--- src/sv/pnt_pkg.sv ---
// Shared types and constants for the pixel normalize tensor writer.
package pnt_pkg;

    localparam int DIM_W     = 13;
    localparam int COUNT_W   = 24;
    localparam int ADDR_W    = 26;
    localparam int VAL_W     = 32;
    localparam int PIX_W     = 8;
    localparam int COEF_W    = 64;
    localparam int NUM_CH    = 3;
    localparam int CH_W      = 2;
    localparam int CFG_IDX_W = 3;
    localparam int PROD_W    = PIX_W + 1 + VAL_W;
    localparam int DIFF_W    = PROD_W + 1;

    localparam logic [DIM_W-1:0]  DIM_RST  = 13'd640;
    localparam logic [COEF_W-1:0] COEF_RST = 64'h0010_0000_0000_0000;
    localparam logic [VAL_W-1:0]  VAL_MAX  = 32'h7fff_ffff;
    localparam logic [VAL_W-1:0]  VAL_MIN  = 32'h8000_0000;

    typedef enum logic [CFG_IDX_W-1:0] {
        CFG_THREE_CH    = 3'd0,
        CFG_INTERLEAVED = 3'd1,
        CFG_WIDTH       = 3'd2,
        CFG_HEIGHT      = 3'd3,
        CFG_CH0_COEF    = 3'd4,
        CFG_CH1_COEF    = 3'd5,
        CFG_CH2_COEF    = 3'd6
    } cfg_idx_t;

    typedef enum logic [CH_W-1:0] {
        CH_0 = 2'd0,
        CH_1 = 2'd1,
        CH_2 = 2'd2
    } ch_t;

    typedef logic [NUM_CH-1:0][COEF_W-1:0] coef_set_t;

    // One accepted pixel, classified by the front end.
    typedef struct packed {
        logic [NUM_CH-1:0][PIX_W-1:0] pixel;
        logic                         three;
        logic                         fend;
        logic [ADDR_W-1:0]            addr_start;
        logic [ADDR_W-1:0]            addr_step;
    } pix_desc_t;

    // One result word.
    typedef struct packed {
        logic [VAL_W-1:0]  value;
        logic [ADDR_W-1:0] addr;
        logic [CH_W-1:0]   ch;
        logic              clipped;
        logic              fend;
        logic              last;
    } result_t;

endpackage

--- src/sv/pixel_normalize_tensor_writer_unit.sv ---
// Top level of the pixel normalize tensor writer.
// A taken pixel passes the descriptor queue, the multiply register and the result queue.
// Throughput: one result word per cycle from the single multiply stage while the
// result queue has room, so a three channel pixel gives three words and a grey one.
// Reset: rst_n clears the pixel counter and queues and loads the register defaults.
module pixel_normalize_tensor_writer_unit #(
    parameter int MAX_DIM = 4096
) (
    input  logic                               clk,
    input  logic                               rst_n,
    // config write port
    input  logic                               cfg_write,
    input  logic [pnt_pkg::CFG_IDX_W-1:0]      cfg_index,
    input  logic [pnt_pkg::COEF_W-1:0]         cfg_data,
    // pixel side
    input  logic                               push,
    output logic                               full,
    input  logic [pnt_pkg::PIX_W-1:0]          pixel_ch0,
    input  logic [pnt_pkg::PIX_W-1:0]          pixel_ch1,
    input  logic [pnt_pkg::PIX_W-1:0]          pixel_ch2,
    // result side
    output logic                               empty,
    input  logic                               pop,
    output logic signed [pnt_pkg::VAL_W-1:0]   norm_value,
    output logic [pnt_pkg::ADDR_W-1:0]         tensor_address,
    output logic [pnt_pkg::CH_W-1:0]           channel_index,
    output logic                               clipped,
    output logic                               frame_end,
    output logic                               last_of_pixel
);

    localparam int DESC_W = $bits(pnt_pkg::pix_desc_t);
    localparam int RES_W  = $bits(pnt_pkg::result_t);

    // front -> descriptor queue
    pnt_pkg::pix_desc_t desc_in;
    pnt_pkg::pix_desc_t desc_out;
    logic               desc_push;
    logic               desc_pop;
    logic               desc_full;
    logic               desc_empty;
    logic [DESC_W-1:0]  desc_rd;
    pnt_pkg::coef_set_t coef;

    // back -> result queue
    pnt_pkg::result_t   res_in;
    pnt_pkg::result_t   res_out;
    logic               res_push;
    logic               res_full;
    logic [RES_W-1:0]   res_rd;

    assign full = desc_full;

    pnt_front #(
        .MAX_DIM (MAX_DIM)
    ) u_front (
        .clk       (clk),
        .rst_n     (rst_n),
        .cfg_write (cfg_write),
        .cfg_index (cfg_index),
        .cfg_data  (cfg_data),
        .push      (push),
        .pixel_ch0 (pixel_ch0),
        .pixel_ch1 (pixel_ch1),
        .pixel_ch2 (pixel_ch2),
        .desc_full (desc_full),
        .desc_push (desc_push),
        .desc      (desc_in),
        .coef      (coef)
    );

    // two pixel words decouple the counter from the channel walk
    pnt_fifo #(
        .WIDTH (DESC_W),
        .DEPTH (2)
    ) u_desc_q (
        .clk     (clk),
        .rst_n   (rst_n),
        .wr_en   (desc_push),
        .wr_data (desc_in),
        .rd_en   (desc_pop),
        .rd_data (desc_rd),
        .full    (desc_full),
        .empty   (desc_empty)
    );

    assign desc_out = pnt_pkg::pix_desc_t'(desc_rd);

    pnt_back u_back (
        .clk        (clk),
        .rst_n      (rst_n),
        .desc       (desc_out),
        .desc_empty (desc_empty),
        .desc_pop   (desc_pop),
        .coef       (coef),
        .res_full   (res_full),
        .res_push   (res_push),
        .res        (res_in)
    );

    // result skid queue; lets the back end keep going while a word waits
    pnt_fifo #(
        .WIDTH (RES_W),
        .DEPTH (2)
    ) u_res_q (
        .clk     (clk),
        .rst_n   (rst_n),
        .wr_en   (res_push),
        .wr_data (res_in),
        .rd_en   (pop),
        .rd_data (res_rd),
        .full    (res_full),
        .empty   (empty)
    );

    assign res_out        = pnt_pkg::result_t'(res_rd);
    assign norm_value     = $signed(res_out.value);
    assign tensor_address = res_out.addr;
    assign channel_index  = res_out.ch;
    assign clipped        = res_out.clipped;
    assign frame_end      = res_out.fend;
    assign last_of_pixel  = res_out.last;

endmodule

--- src/sv/pnt_fifo.sv ---
// Small register queue used between front and back and at the result side.
module pnt_fifo #(
    parameter int WIDTH = 8,
    parameter int DEPTH = 2
) (
    input  logic             clk,
    input  logic             rst_n,
    input  logic             wr_en,
    input  logic [WIDTH-1:0] wr_data,
    input  logic             rd_en,
    output logic [WIDTH-1:0] rd_data,
    output logic             full,
    output logic             empty
);

    localparam int PTR_W = (DEPTH > 1) ? $clog2(DEPTH) : 1;
    localparam int CNT_W = $clog2(DEPTH + 1);
    localparam logic [PTR_W-1:0] LAST_PTR = PTR_W'(DEPTH - 1);
    localparam logic [CNT_W-1:0] FULL_CNT = CNT_W'(DEPTH);

    logic [WIDTH-1:0] store_reg [DEPTH];
    logic [PTR_W-1:0] wr_ptr_reg;
    logic [PTR_W-1:0] rd_ptr_reg;
    logic [CNT_W-1:0] count_reg;
    logic             do_wr;
    logic             do_rd;

    assign full    = (count_reg == FULL_CNT);
    assign empty   = (count_reg == '0);
    assign do_wr   = wr_en && !full;
    assign do_rd   = rd_en && !empty;
    assign rd_data = store_reg[rd_ptr_reg];

    always_ff @(posedge clk)
    begin
        if (do_wr)
        begin
            store_reg[wr_ptr_reg] <= wr_data;
        end
    end

    always_ff @(posedge clk or negedge rst_n)
    begin
        if (!rst_n)
        begin
            wr_ptr_reg <= '0;
            rd_ptr_reg <= '0;
            count_reg  <= '0;
        end
        else
        begin
            if (do_wr)
            begin
                wr_ptr_reg <= (wr_ptr_reg == LAST_PTR) ? '0 : wr_ptr_reg + 1'b1;
            end
            if (do_rd)
            begin
                rd_ptr_reg <= (rd_ptr_reg == LAST_PTR) ? '0 : rd_ptr_reg + 1'b1;
            end
            if (do_wr && !do_rd)
            begin
                count_reg <= count_reg + 1'b1;
            end
            else if (do_rd && !do_wr)
            begin
                count_reg <= count_reg - 1'b1;
            end
        end
    end

endmodule

--- src/sv/pnt_front.sv ---
// Front end: config registers, pixel counter, frame end and address setup.
module pnt_front #(
    parameter int MAX_DIM = 4096
) (
    input  logic                                 clk,
    input  logic                                 rst_n,
    input  logic                                 cfg_write,
    input  logic [pnt_pkg::CFG_IDX_W-1:0]        cfg_index,
    input  logic [pnt_pkg::COEF_W-1:0]           cfg_data,
    input  logic                                 push,
    input  logic [pnt_pkg::PIX_W-1:0]            pixel_ch0,
    input  logic [pnt_pkg::PIX_W-1:0]            pixel_ch1,
    input  logic [pnt_pkg::PIX_W-1:0]            pixel_ch2,
    input  logic                                 desc_full,
    output logic                                 desc_push,
    output pnt_pkg::pix_desc_t                   desc,
    output pnt_pkg::coef_set_t                   coef
);

    localparam int MD_W = $clog2(MAX_DIM + 1) + 1;
    localparam int CMP_W = (MD_W > pnt_pkg::DIM_W) ? MD_W : pnt_pkg::DIM_W;
    localparam logic [CMP_W-1:0] MAX_DIM_C = CMP_W'(MAX_DIM);

    logic                          three_channel_reg;
    logic                          interleaved_reg;
    logic [pnt_pkg::DIM_W-1:0]     width_reg;
    logic [pnt_pkg::DIM_W-1:0]     height_reg;
    pnt_pkg::coef_set_t            coef_reg;
    logic [pnt_pkg::COUNT_W-1:0]   pixel_count_reg;
    logic [pnt_pkg::COUNT_W-1:0]   pixel_count_next;

    logic [pnt_pkg::DIM_W-1:0]     width_c;
    logic [pnt_pkg::DIM_W-1:0]     height_c;
    logic [pnt_pkg::ADDR_W-1:0]    plane;
    logic [pnt_pkg::ADDR_W-1:0]    pix_ext;
    logic [pnt_pkg::ADDR_W-1:0]    pix_inc;
    logic                          fend;

    function automatic logic [pnt_pkg::DIM_W-1:0] clamp_dim(
        input logic [pnt_pkg::DIM_W-1:0] d
    );
        logic [pnt_pkg::DIM_W-1:0] r;
        r = d;
        if (d == '0)
        begin
            r = pnt_pkg::DIM_W'(1);
        end
        else if (CMP_W'(d) > MAX_DIM_C)
        begin
            r = pnt_pkg::DIM_W'(MAX_DIM_C);
        end
        return r;
    endfunction

    assign width_c  = clamp_dim(width_reg);
    assign height_c = clamp_dim(height_reg);
    // 13 x 13 product, below 2^26 for any clamped size
    assign plane    = pnt_pkg::ADDR_W'(width_c) * pnt_pkg::ADDR_W'(height_c);
    assign pix_ext  = pnt_pkg::ADDR_W'(pixel_count_reg);
    assign pix_inc  = pix_ext + 1'b1;
    assign fend     = (pix_inc >= plane);

    assign desc_push = push && !desc_full;
    assign coef      = coef_reg;

    always_comb
    begin
        desc.pixel[0] = pixel_ch0;
        desc.pixel[1] = pixel_ch1;
        desc.pixel[2] = pixel_ch2;
        desc.three    = three_channel_reg;
        desc.fend     = fend;
        if (interleaved_reg)
        begin
            desc.addr_start = three_channel_reg ? (pix_ext + {pix_ext[pnt_pkg::ADDR_W-2:0], 1'b0})
                                                : pix_ext;
            desc.addr_step  = pnt_pkg::ADDR_W'(1);
        end
        else
        begin
            desc.addr_start = pix_ext;
            desc.addr_step  = plane;
        end
        pixel_count_next = fend ? '0 : pix_inc[pnt_pkg::COUNT_W-1:0];
    end

    always_ff @(posedge clk or negedge rst_n)
    begin
        if (!rst_n)
        begin
            three_channel_reg <= 1'b1;
            interleaved_reg   <= 1'b0;
            width_reg         <= pnt_pkg::DIM_RST;
            height_reg        <= pnt_pkg::DIM_RST;
            coef_reg          <= {pnt_pkg::NUM_CH{pnt_pkg::COEF_RST}};
            pixel_count_reg   <= '0;
        end
        else
        begin
            if (cfg_write)
            begin
                case (pnt_pkg::cfg_idx_t'(cfg_index))
                    pnt_pkg::CFG_THREE_CH:    three_channel_reg <= cfg_data[0];
                    pnt_pkg::CFG_INTERLEAVED: interleaved_reg   <= cfg_data[0];
                    pnt_pkg::CFG_WIDTH:       width_reg  <= cfg_data[pnt_pkg::DIM_W-1:0];
                    pnt_pkg::CFG_HEIGHT:      height_reg <= cfg_data[pnt_pkg::DIM_W-1:0];
                    pnt_pkg::CFG_CH0_COEF:    coef_reg[0] <= cfg_data;
                    pnt_pkg::CFG_CH1_COEF:    coef_reg[1] <= cfg_data;
                    pnt_pkg::CFG_CH2_COEF:    coef_reg[2] <= cfg_data;
                    default:                  ;
                endcase
            end
            if (desc_push)
            begin
                pixel_count_reg <= pixel_count_next;
            end
        end
    end

endmodule

--- src/sv/pnt_back.sv ---
// Back end: walks the channels of a pixel, multiplies, subtracts the offset, saturates.
module pnt_back (
    input  logic                 clk,
    input  logic                 rst_n,
    input  pnt_pkg::pix_desc_t   desc,
    input  logic                 desc_empty,
    output logic                 desc_pop,
    input  pnt_pkg::coef_set_t   coef,
    input  logic                 res_full,
    output logic                 res_push,
    output pnt_pkg::result_t     res
);

    logic [pnt_pkg::CH_W-1:0]            ch_reg;
    logic [pnt_pkg::ADDR_W-1:0]          addr_run_reg;
    logic                                s1_valid_reg;
    logic signed [pnt_pkg::PROD_W-1:0]   s1_prod_reg;
    logic signed [pnt_pkg::VAL_W-1:0]    s1_offs_reg;
    logic [pnt_pkg::ADDR_W-1:0]          s1_addr_reg;
    logic [pnt_pkg::CH_W-1:0]            s1_ch_reg;
    logic                                s1_fend_reg;
    logic                                s1_last_reg;

    logic                                s1_ready;
    logic                                issue;
    logic                                last_ch;
    logic [pnt_pkg::COEF_W-1:0]          coef_sel;
    logic [pnt_pkg::PIX_W-1:0]           pix_sel;
    logic signed [pnt_pkg::VAL_W-1:0]    gain;
    logic [pnt_pkg::ADDR_W-1:0]          addr_cur;
    logic signed [pnt_pkg::DIFF_W-1:0]   diff;
    logic                                ovf;

    assign s1_ready = !s1_valid_reg || !res_full;
    assign issue    = !desc_empty && s1_ready;
    assign last_ch  = !desc.three || (ch_reg == pnt_pkg::CH_2);
    assign desc_pop = issue && last_ch;
    assign addr_cur = (ch_reg == pnt_pkg::CH_0) ? desc.addr_start : addr_run_reg;
    assign gain     = $signed(coef_sel[pnt_pkg::COEF_W-1:pnt_pkg::VAL_W]);

    always_comb
    begin
        case (pnt_pkg::ch_t'(ch_reg))
            pnt_pkg::CH_0:
            begin
                coef_sel = coef[0];
                pix_sel  = desc.pixel[0];
            end
            pnt_pkg::CH_1:
            begin
                coef_sel = coef[1];
                pix_sel  = desc.pixel[1];
            end
            default:
            begin
                coef_sel = coef[2];
                pix_sel  = desc.pixel[2];
            end
        endcase
    end

    // stage 1 holds the raw product; subtract and clamp feed the result queue
    assign diff = pnt_pkg::DIFF_W'(s1_prod_reg) - pnt_pkg::DIFF_W'(s1_offs_reg);
    assign ovf  = !((&diff[pnt_pkg::DIFF_W-1:pnt_pkg::VAL_W-1])
                 || !(|diff[pnt_pkg::DIFF_W-1:pnt_pkg::VAL_W-1]));

    assign res_push = s1_valid_reg && !res_full;

    always_comb
    begin
        if (ovf)
        begin
            res.value = diff[pnt_pkg::DIFF_W-1] ? pnt_pkg::VAL_MIN : pnt_pkg::VAL_MAX;
        end
        else
        begin
            res.value = diff[pnt_pkg::VAL_W-1:0];
        end
        res.addr    = s1_addr_reg;
        res.ch      = s1_ch_reg;
        res.clipped = ovf;
        res.fend    = s1_fend_reg;
        res.last    = s1_last_reg;
    end

    always_ff @(posedge clk)
    begin
        if (issue)
        begin
            s1_prod_reg  <= pnt_pkg::PROD_W'($signed({1'b0, pix_sel}))
                          * pnt_pkg::PROD_W'(gain);
            s1_offs_reg  <= $signed(coef_sel[pnt_pkg::VAL_W-1:0]);
            s1_addr_reg  <= addr_cur;
            s1_ch_reg    <= ch_reg;
            s1_fend_reg  <= desc.fend;
            s1_last_reg  <= last_ch;
            addr_run_reg <= addr_cur + desc.addr_step;
        end
    end

    always_ff @(posedge clk or negedge rst_n)
    begin
        if (!rst_n)
        begin
            ch_reg       <= '0;
            s1_valid_reg <= 1'b0;
        end
        else
        begin
            if (s1_ready)
            begin
                s1_valid_reg <= issue;
            end
            if (issue)
            begin
                ch_reg <= last_ch ? '0 : ch_reg + 1'b1;
            end
        end
    end

endmodule
--- config.mk ---
export PLATFORM = sky130hd
export DESIGN_NAME = pixel_normalize_tensor_writer_unit
export DESIGN_NICKNAME = d
export VERILOG_FILES = /design/src/sv/pnt_pkg.sv /design/src/sv/pixel_normalize_tensor_writer_unit.sv /design/src/sv/pnt_fifo.sv /design/src/sv/pnt_front.sv /design/src/sv/pnt_back.sv
export SDC_FILE = /design/constraint.sdc
export NUM_CORES = 2
export LEC_CHECK = 0
export BUFFER_PORTS_ARGS = -buffer_cell sky130_fd_sc_hd__buf_2
export CAP_MARGIN = 15
export CORE_MARGIN = 10
export CORE_UTILIZATION = 40
export DETAILED_ROUTE_END_ITERATION = 7
export HOLD_SLACK_MARGIN = 0.06
export PLACE_DENSITY = 0.66
export SLEW_MARGIN = 20
export SYNTH_ARGS = -nofsm -noshare
export SYNTH_HDL_FRONTEND = slang
export SYNTH_SLANG_ARGS = --single-unit
--- constraint.sdc ---
create_clock -name clk -period 7.2 [get_ports clk]
set_clock_uncertainty 0.05 [all_clocks]
set_input_delay 0.36 -clock clk [delete_from_list [all_inputs] [get_ports clk]]
set_output_delay 0.36 -clock clk [all_outputs]
set_load 0.02 [all_outputs]
-- Word level (Yosys, flattened, before mapping)
Memories as Yosys holds them, arrays and structs flattened.
Cells that the tools add are included.
- output and inout bits: 65
- memory bits (writable): 282
- register bits after elaboration: 384
- memories kept: 2
- memory bits (read-only): 0
- input bits: 96
- word-level logic and storage cells: 122
- bits in latches: 0
- mux-type cells: 25
- multiply operators: 2
- reductions and logical operators: 44
- shift-type cells: 0
- bitwise logic cells: 0
- add/subtract/negate cells: 13
- $lt $le $gt $ge: 3
- div/mod/pow operators: 0
- equal/unequal tests: 10
- memories (name ; depth ; bits a word ; read ports ; clocked after memory_dff ; write ports ; RTL line ; text):
    u_desc_q.store_reg ; 2 ; 78 ; 1 ; 0 ; 1 ; pnt_fifo.sv:21 ; logic [WIDTH-1:0] store_reg [DEPTH];
    u_res_q.store_reg ; 2 ; 63 ; 1 ; 0 ; 1 ; pnt_fifo.sv:21 ;
- operators with widths (cell ; number):
    $pmux W64 S2 ; 1
    $mux W32 ; 2
    $mux W13 ; 4
    $mux W26 ; 2
    $mux W52 ; 1
    $sub A41 B32 Y42 ; 1
    $mul A9 B32 Y41 ; 1
    $add A24 B25 Y26 ; 1
    $add A26 B26 Y26 ; 1
    $ge A26 B26 Y1 ; 1
    $gt A13 B13 Y1 const B ; 2
    $logic_not A13 Y1 ; 2
    $mul A13 B13 Y26 ; 1
    $add A24 B1 Y25 const B ; 1
    $mux W24 ; 1
    $pmux W8 S2 ; 1
    $reduce_and A2 Y1 ; 7
    $logic_and A1 B1 Y1 ; 12
    $logic_not A1 Y1 ; 12
    $reduce_and A11 Y1 ; 1
    $reduce_or A11 Y1 ; 1
    $mux W2 ; 5
    $eq A3 B3 Y1 const B ; 3
    $mux W1 ; 8
    11 further kinds ; 25

-- Longest topological paths before layout
- depth in word-level cells: 9
- depth in mapped cells: 38
- depth with buffers taken out: 35

-- Modules after synthesis
A second synthesis with hierarchy kept.
- cell total of the unflattened synthesis: 4332
- area total of the unflattened synthesis: 46960.0 um^2
- modules (own cells, without submodules) (module ; cells an instance ; sequential area each (um^2) ; times used ; area an instance (um^2)):
    pnt_back ; 2168 ; 3948.8 ; 1 ; 18482.7
    pnt_front ; 1687 ; 6115.9 ; 1 ; 17574.4
    pnt_fifo (u_desc_q) ; 262 ; 4784.6 ; 1 ; 5860.6
    pnt_fifo (u_res_q) ; 215 ; 3883.7 ; 1 ; 5042.3

-- Worst setup path after synthesis
OpenSTA, ideal clock, no wires.
- kind: register -> register
- from: register u_front.height_reg[12] (netlist name)
- to: register u_front.pixel_count_reg[22] (netlist name)
- period minus slack after synthesis: 7.325 ns
- data arrival time: 7.179 ns
- setup slack: -0.125 ns
- stages on the path, launching flop included: 33
- buffers on the path: 4
- library setup time: 0.096 ns
- required time: 7.054 ns
- cell sequence: dfrtp_1 clkbuf_1 nand2b_1 clkbuf_1 nor2_1 fa_1 inv_1 fa_1 inv_1 fa_1 inv_1 fa_1 fa_1 inv_1 ha_1 inv_1 a21oi_1 o21ai_0 a21boi_0 o21bai_1 a21oi_1 o41ai_1 o21bai_1 xnor2_1 ha_1 a21oi_1 o2111ai_1 and3_1 o311a_1 nand2b_1 clkbuf_1 clkbuf_1 o31ai_1
- word-level cells in the longest chain between the ends: 6
- elaborated cells between the ends (all ways): 7
- classes of those cells: mul (1); order compare (2); mux (3); reduce/logical (1)
- ends and longest elaborated chain (item ; RTL line ; text):
    start: declaration ; pnt_front.sv:27 ; logic [pnt_pkg::DIM_W-1:0] height_reg;
    start signal: assignment ; pnt_front.sv:94 ; height_reg <= pnt_pkg::DIM_RST;
    start signal: assignment ; pnt_front.sv:106 ; pnt_pkg::CFG_HEIGHT: height_reg <= cfg_data[pnt_pkg::DIM_W-1:0];
    $gt A13 B13 Y1 ; pnt_front.sv:48 ; else if (CMP_W'(d) > MAX_DIM_C)
    $mux W13 ; pnt_front.sv:48 ;
    $mux W13 * ; pnt_front.sv:44 ; if (d == '0)
    $mul A13 B13 Y26 * ; pnt_front.sv:58 ; assign plane = pnt_pkg::ADDR_W'(width_c) * pnt_pkg::ADDR_W'(height_c);
    $ge A26 B26 Y1 * ; pnt_front.sv:61 ; assign fend = (pix_inc >= plane);
    $mux W24 * ; pnt_front.sv:84 ; pixel_count_next = fend ? '0 : pix_inc[pnt_pkg::COUNT_W-1:0];
    end signal: assignment ; pnt_front.sv:115 ; pixel_count_reg <= pixel_count_next;
    end: declaration ; pnt_front.sv:29 ; logic [pnt_pkg::COUNT_W-1:0] pixel_count_reg;
Mark *: on every way between the ends. The rest lies on a longest branch, timed or not.
A chain may end at the register's enable or synchronous reset.

-- Final worst setup path
- from: register u_front.width_reg[1] (netlist name)
- to: register u_front.pixel_count_reg[16] (netlist name)
- word-level cells in the longest chain between the ends: 6
- elaborated cells between the ends (all ways): 7
- classes of those cells: mul (1); order compare (2); mux (3); reduce/logical (1)
- ends and longest elaborated chain (item ; RTL line ; text):
    start: declaration ; pnt_front.sv:26 ; logic [pnt_pkg::DIM_W-1:0] width_reg;
    start signal: assignment ; pnt_front.sv:93 ; width_reg <= pnt_pkg::DIM_RST;
    start signal: assignment ; pnt_front.sv:105 ; pnt_pkg::CFG_WIDTH: width_reg <= cfg_data[pnt_pkg::DIM_W-1:0];
    $gt A13 B13 Y1 ; pnt_front.sv:48 ;
    $mux W13 ; pnt_front.sv:48 ;
    $mux W13 * ; pnt_front.sv:44 ;
    $mul A13 B13 Y26 * ; pnt_front.sv:58 ;
    $ge A26 B26 Y1 * ; pnt_front.sv:61 ;
    $mux W24 * ; pnt_front.sv:84 ;
Marks and branches as above.

==> run metrics <==
status=completed; final setup violation count=0; max-cap violation count=0; Residual DRC=0; CTS Sinks=666; synthesized-area fraction occupied by adder cells=0.2175; Tot GR Track Use=0.1741; min cycle time layout=between 7 and 8 ns; post-synthesis net count=4815; grt ovf=0; synthesis-to-finish area growth=17.14%; core footprint=0.1125 mm²; worst reg2reg path startpoint=u_front.width_reg[1]$_DFFE_PN0P_; Reg clk slew, reported paths=0.06 ns; vias in the first global route=31670; Seq/Total Area, Yosys=0.4131; XOR/XNOR Fraction of Synth Area=0.03148; largest stage delay on the critical path=between 0.5 and 0.6 ns; Clock Path Buffers=3; synthesis-stage register bit count=666; initial DRC count=2369; TNS Setup=0 ns; first-pass detailed-route iteration total=5; # rows=123; vias per inst=5.172; synthesized area per cell=11.00 µm²; CP startpoint=u_front.width_reg[1]$_DFFE_PN0P_; Die Wd=356.7 µm; Final Max Slew Viols=0; Fill cells=10170; dpl hpwl=85.81 mm; Top FF cell, synth=edfxtp_1; Clock Latency Late Sink=~0.67 ns; share of cells above drive strength 1=0.2023; Synth Area in Simple Gates=0.09889; CP Class=register to register; asr flop ratio synth=0.3829; CTS Buf Count=73; per-cell routed wire length=18.67 µm; largest family of logic cells by synthesized area=adder cells; Distinct cells, synth=73; I/O pin count=around 160; compound-cell area share of the yosys netlist=0.09673; slowest stage cell, crit path=fa_1; Max Freq=roughly 0.14 GHz; crit path max fanout=6; root buf cell=clkbuf_16; H-tree levels=3; fin crit share=0.9840; first-pass GRT wire length=177.5 mm; Die Footprint=0.1272 mm²; post-route ant nets=0; final hold viol count=0; startpoint types=register; CP endpoint=u_front.pixel_count_reg[16]$_DFFE_PN0P_; Final #Nets=roughly 5200; Crit Reg-Reg Endpoint=u_front.pixel_count_reg[16]$_DFFE_PN0P_; Mapped Area=0.04535 mm²; Initial Util=0.4031; R2R Setup Slk=0.12 ns; Final Wtd Congestion=0.9212; Critical Path RT=7.72 ns; RSZ-0062 raised after global routing=yes; Critical Path AT=7.61 ns; vias=31400; largest net degree at the start of global routing=~160; post-synthesis cell count=4124; IO Port Bufs=160; Setup crit end kind=register; Hold Path Class=primary input to register; EDFF count, synth=411; slew of the pin with the lowest slew margin=1.070 ns; synthesis warning total=0; max reg flops=roughly 190; initial antenna violation count=15; CTS tree=done; most frequent CP cell=fa_1; R2R depth=29; Chip Height=around 360 µm; multiplexer share of the synthesized area=0.08821; final WL=113.4 mm; slew margin rel.=0.2825
repair_timing:
action	4_1_cts	5_1_grt
setup endpoints to repair	26	30
pin swaps	26	18
hold endpoints to repair	362	0
setup buffers	7	12
resized for setup	30	61
hold buffers	90	0
cloned	1	3
cell usage in the layout, fill, tap and decap left out, types with 160 or more instances in the layout:
master and n:
inv_1 481, edfxtp_1 411, nor2_1 394, nand2_1 341
mux2_2 325, fa_1 320, ha_1 268, dfrtp_1 244
a21oi_1 190, buf_4 190, buf_2 160
how the worst min path moves through the flow:
stage	start	to	slack (ns)	depth (start not counted)
final	cfg_index[2]	u_front.width_reg[12]$_DFFE_PN0P_	0.18	4
after detailed placement	rst_n	u_front.coef[91]$_DFFE_PN0P_	0.38	1
after CTS	cfg_index[0]	u_front.coef[4]$_DFFE_PN0P_	0.14	3
after global placement	rst_n	u_front.coef[27]$_DFFE_PN0P_	0.37	1
after global routing	cfg_index[0]	u_front.coef[8]$_DFFE_PN0P_	0.18	3
after floorplan	rst_n	u_back.ch_reg[0]$_DFFE_PN0P_	0.01	0
kinds of logic (layout without fill, tap and decap cells):
group | count (synthesis) | after routing
buffers and inverters | 644 | 1083
AO/OA/AOI/OAI | 674 | 674
flip-flops | 666 | 666
multiplexers | 359 | 359
adder cells (fa/ha/maj) | 595 | 595
AND/OR/NAND/NOR | 1023 | 1023
XOR/XNOR | 163 | 163
other | 0 | 9
stage by stage:
| stage | worst slack, ns | util | instances | hold WS (ns) | cell area (µm²) |
|---|---|---|---|---|---|
| final | 0.1154 | 0.4722 | 6072 | 0.1834 | 53120 |
| after global routing | -0.2231 | 0.4721 | 6069 | 0.1821 | 53110 |
| after CTS | 0.001099 | 0.4685 | 6048 | 0.1394 | 52710 |
| after detailed placement | -0.2536 | 0.4368 | 5814 | 0.3811 | 49140 |
| after global placement | -0.1134 | 0.4368 | 5814 | 0.3715 | 49140 |
| after floorplan | 0.08748 | - | 4124 | 0.01441 | 45360 |
synthesized netlist by cell type, types with 10 or more instances:
library cell	count	area share
a211oi_1	13	0.0022
a21o_1	100	0.017
a21oi_1	198	0.022
a22o_1	35	0.0068
a22oi_1	35	0.0058
a31oi_1	19	0.0026
and2_1	17	0.0023
and3_1	18	0.0025
buf_1	14	0.0012
clkbuf_1	138	0.011
dfrtp_1	247	0.14
edfxtp_1	411	0.27
fa_1	322	0.14
ha_1	273	0.075
inv_1	484	0.040
mux2_2	325	0.081
mux2i_1	34	0.0075
nand2_1	349	0.029
nand2b_1	59	0.0081
nand3_1	37	0.0041
nand4_1	13	0.0018
nor2_1	401	0.033
nor2b_1	35	0.0048
nor3_1	39	0.0043
nor4_1	10	0.0014
o211ai_1	20	0.0033
o21a_1	16	0.0026
o21ai_0	121	0.013
o21bai_1	18	0.0030
o31ai_1	17	0.0028
or2_2	11	0.0015
or3_1	12	0.0017
xnor2_1	105	0.020
xor2_1	58	0.011
per-layer routing:
layer | vias to the layer above | global-route usage | wire length (µm)
met2 | 702 | 0.2732 | 51830
met3 | 117 | 0.02399 | 5499
met5 | - | 0 | 65
met1 | 15720 | 0.2543 | 54130
met4 | 10 | 0.03903 | 1860
li1 | 14860 | - | -
critical path: cells and delay by family (launching register included):
kind / cells / cell delay (ns)
fa+ha+maj: 7 / 2.99
compound gates: 9 / 1.67
xor+xnor: 1 / 0.22
simple gates: 9 / 1.38
flops: 1 / 0.39
buf+inv: 3 / 0.29
final cells by class:
class	count	area [µm²]	share of cell area
timing repair buffer	463	3562	0.06706
inverter	484	1822	0.03429
clock inverter	44	546.8	0.01029
tap	1500	1877	0.03533
multi-input combinational	2814	24610	0.4634
sequential	666	18740	0.3528
antenna	9	22.52	0.0004240
clock buffer	92	1938	0.03648
Power is not shown: default switching activity piles up to over one toggle a cycle in this logic, so the estimate is an artifact.
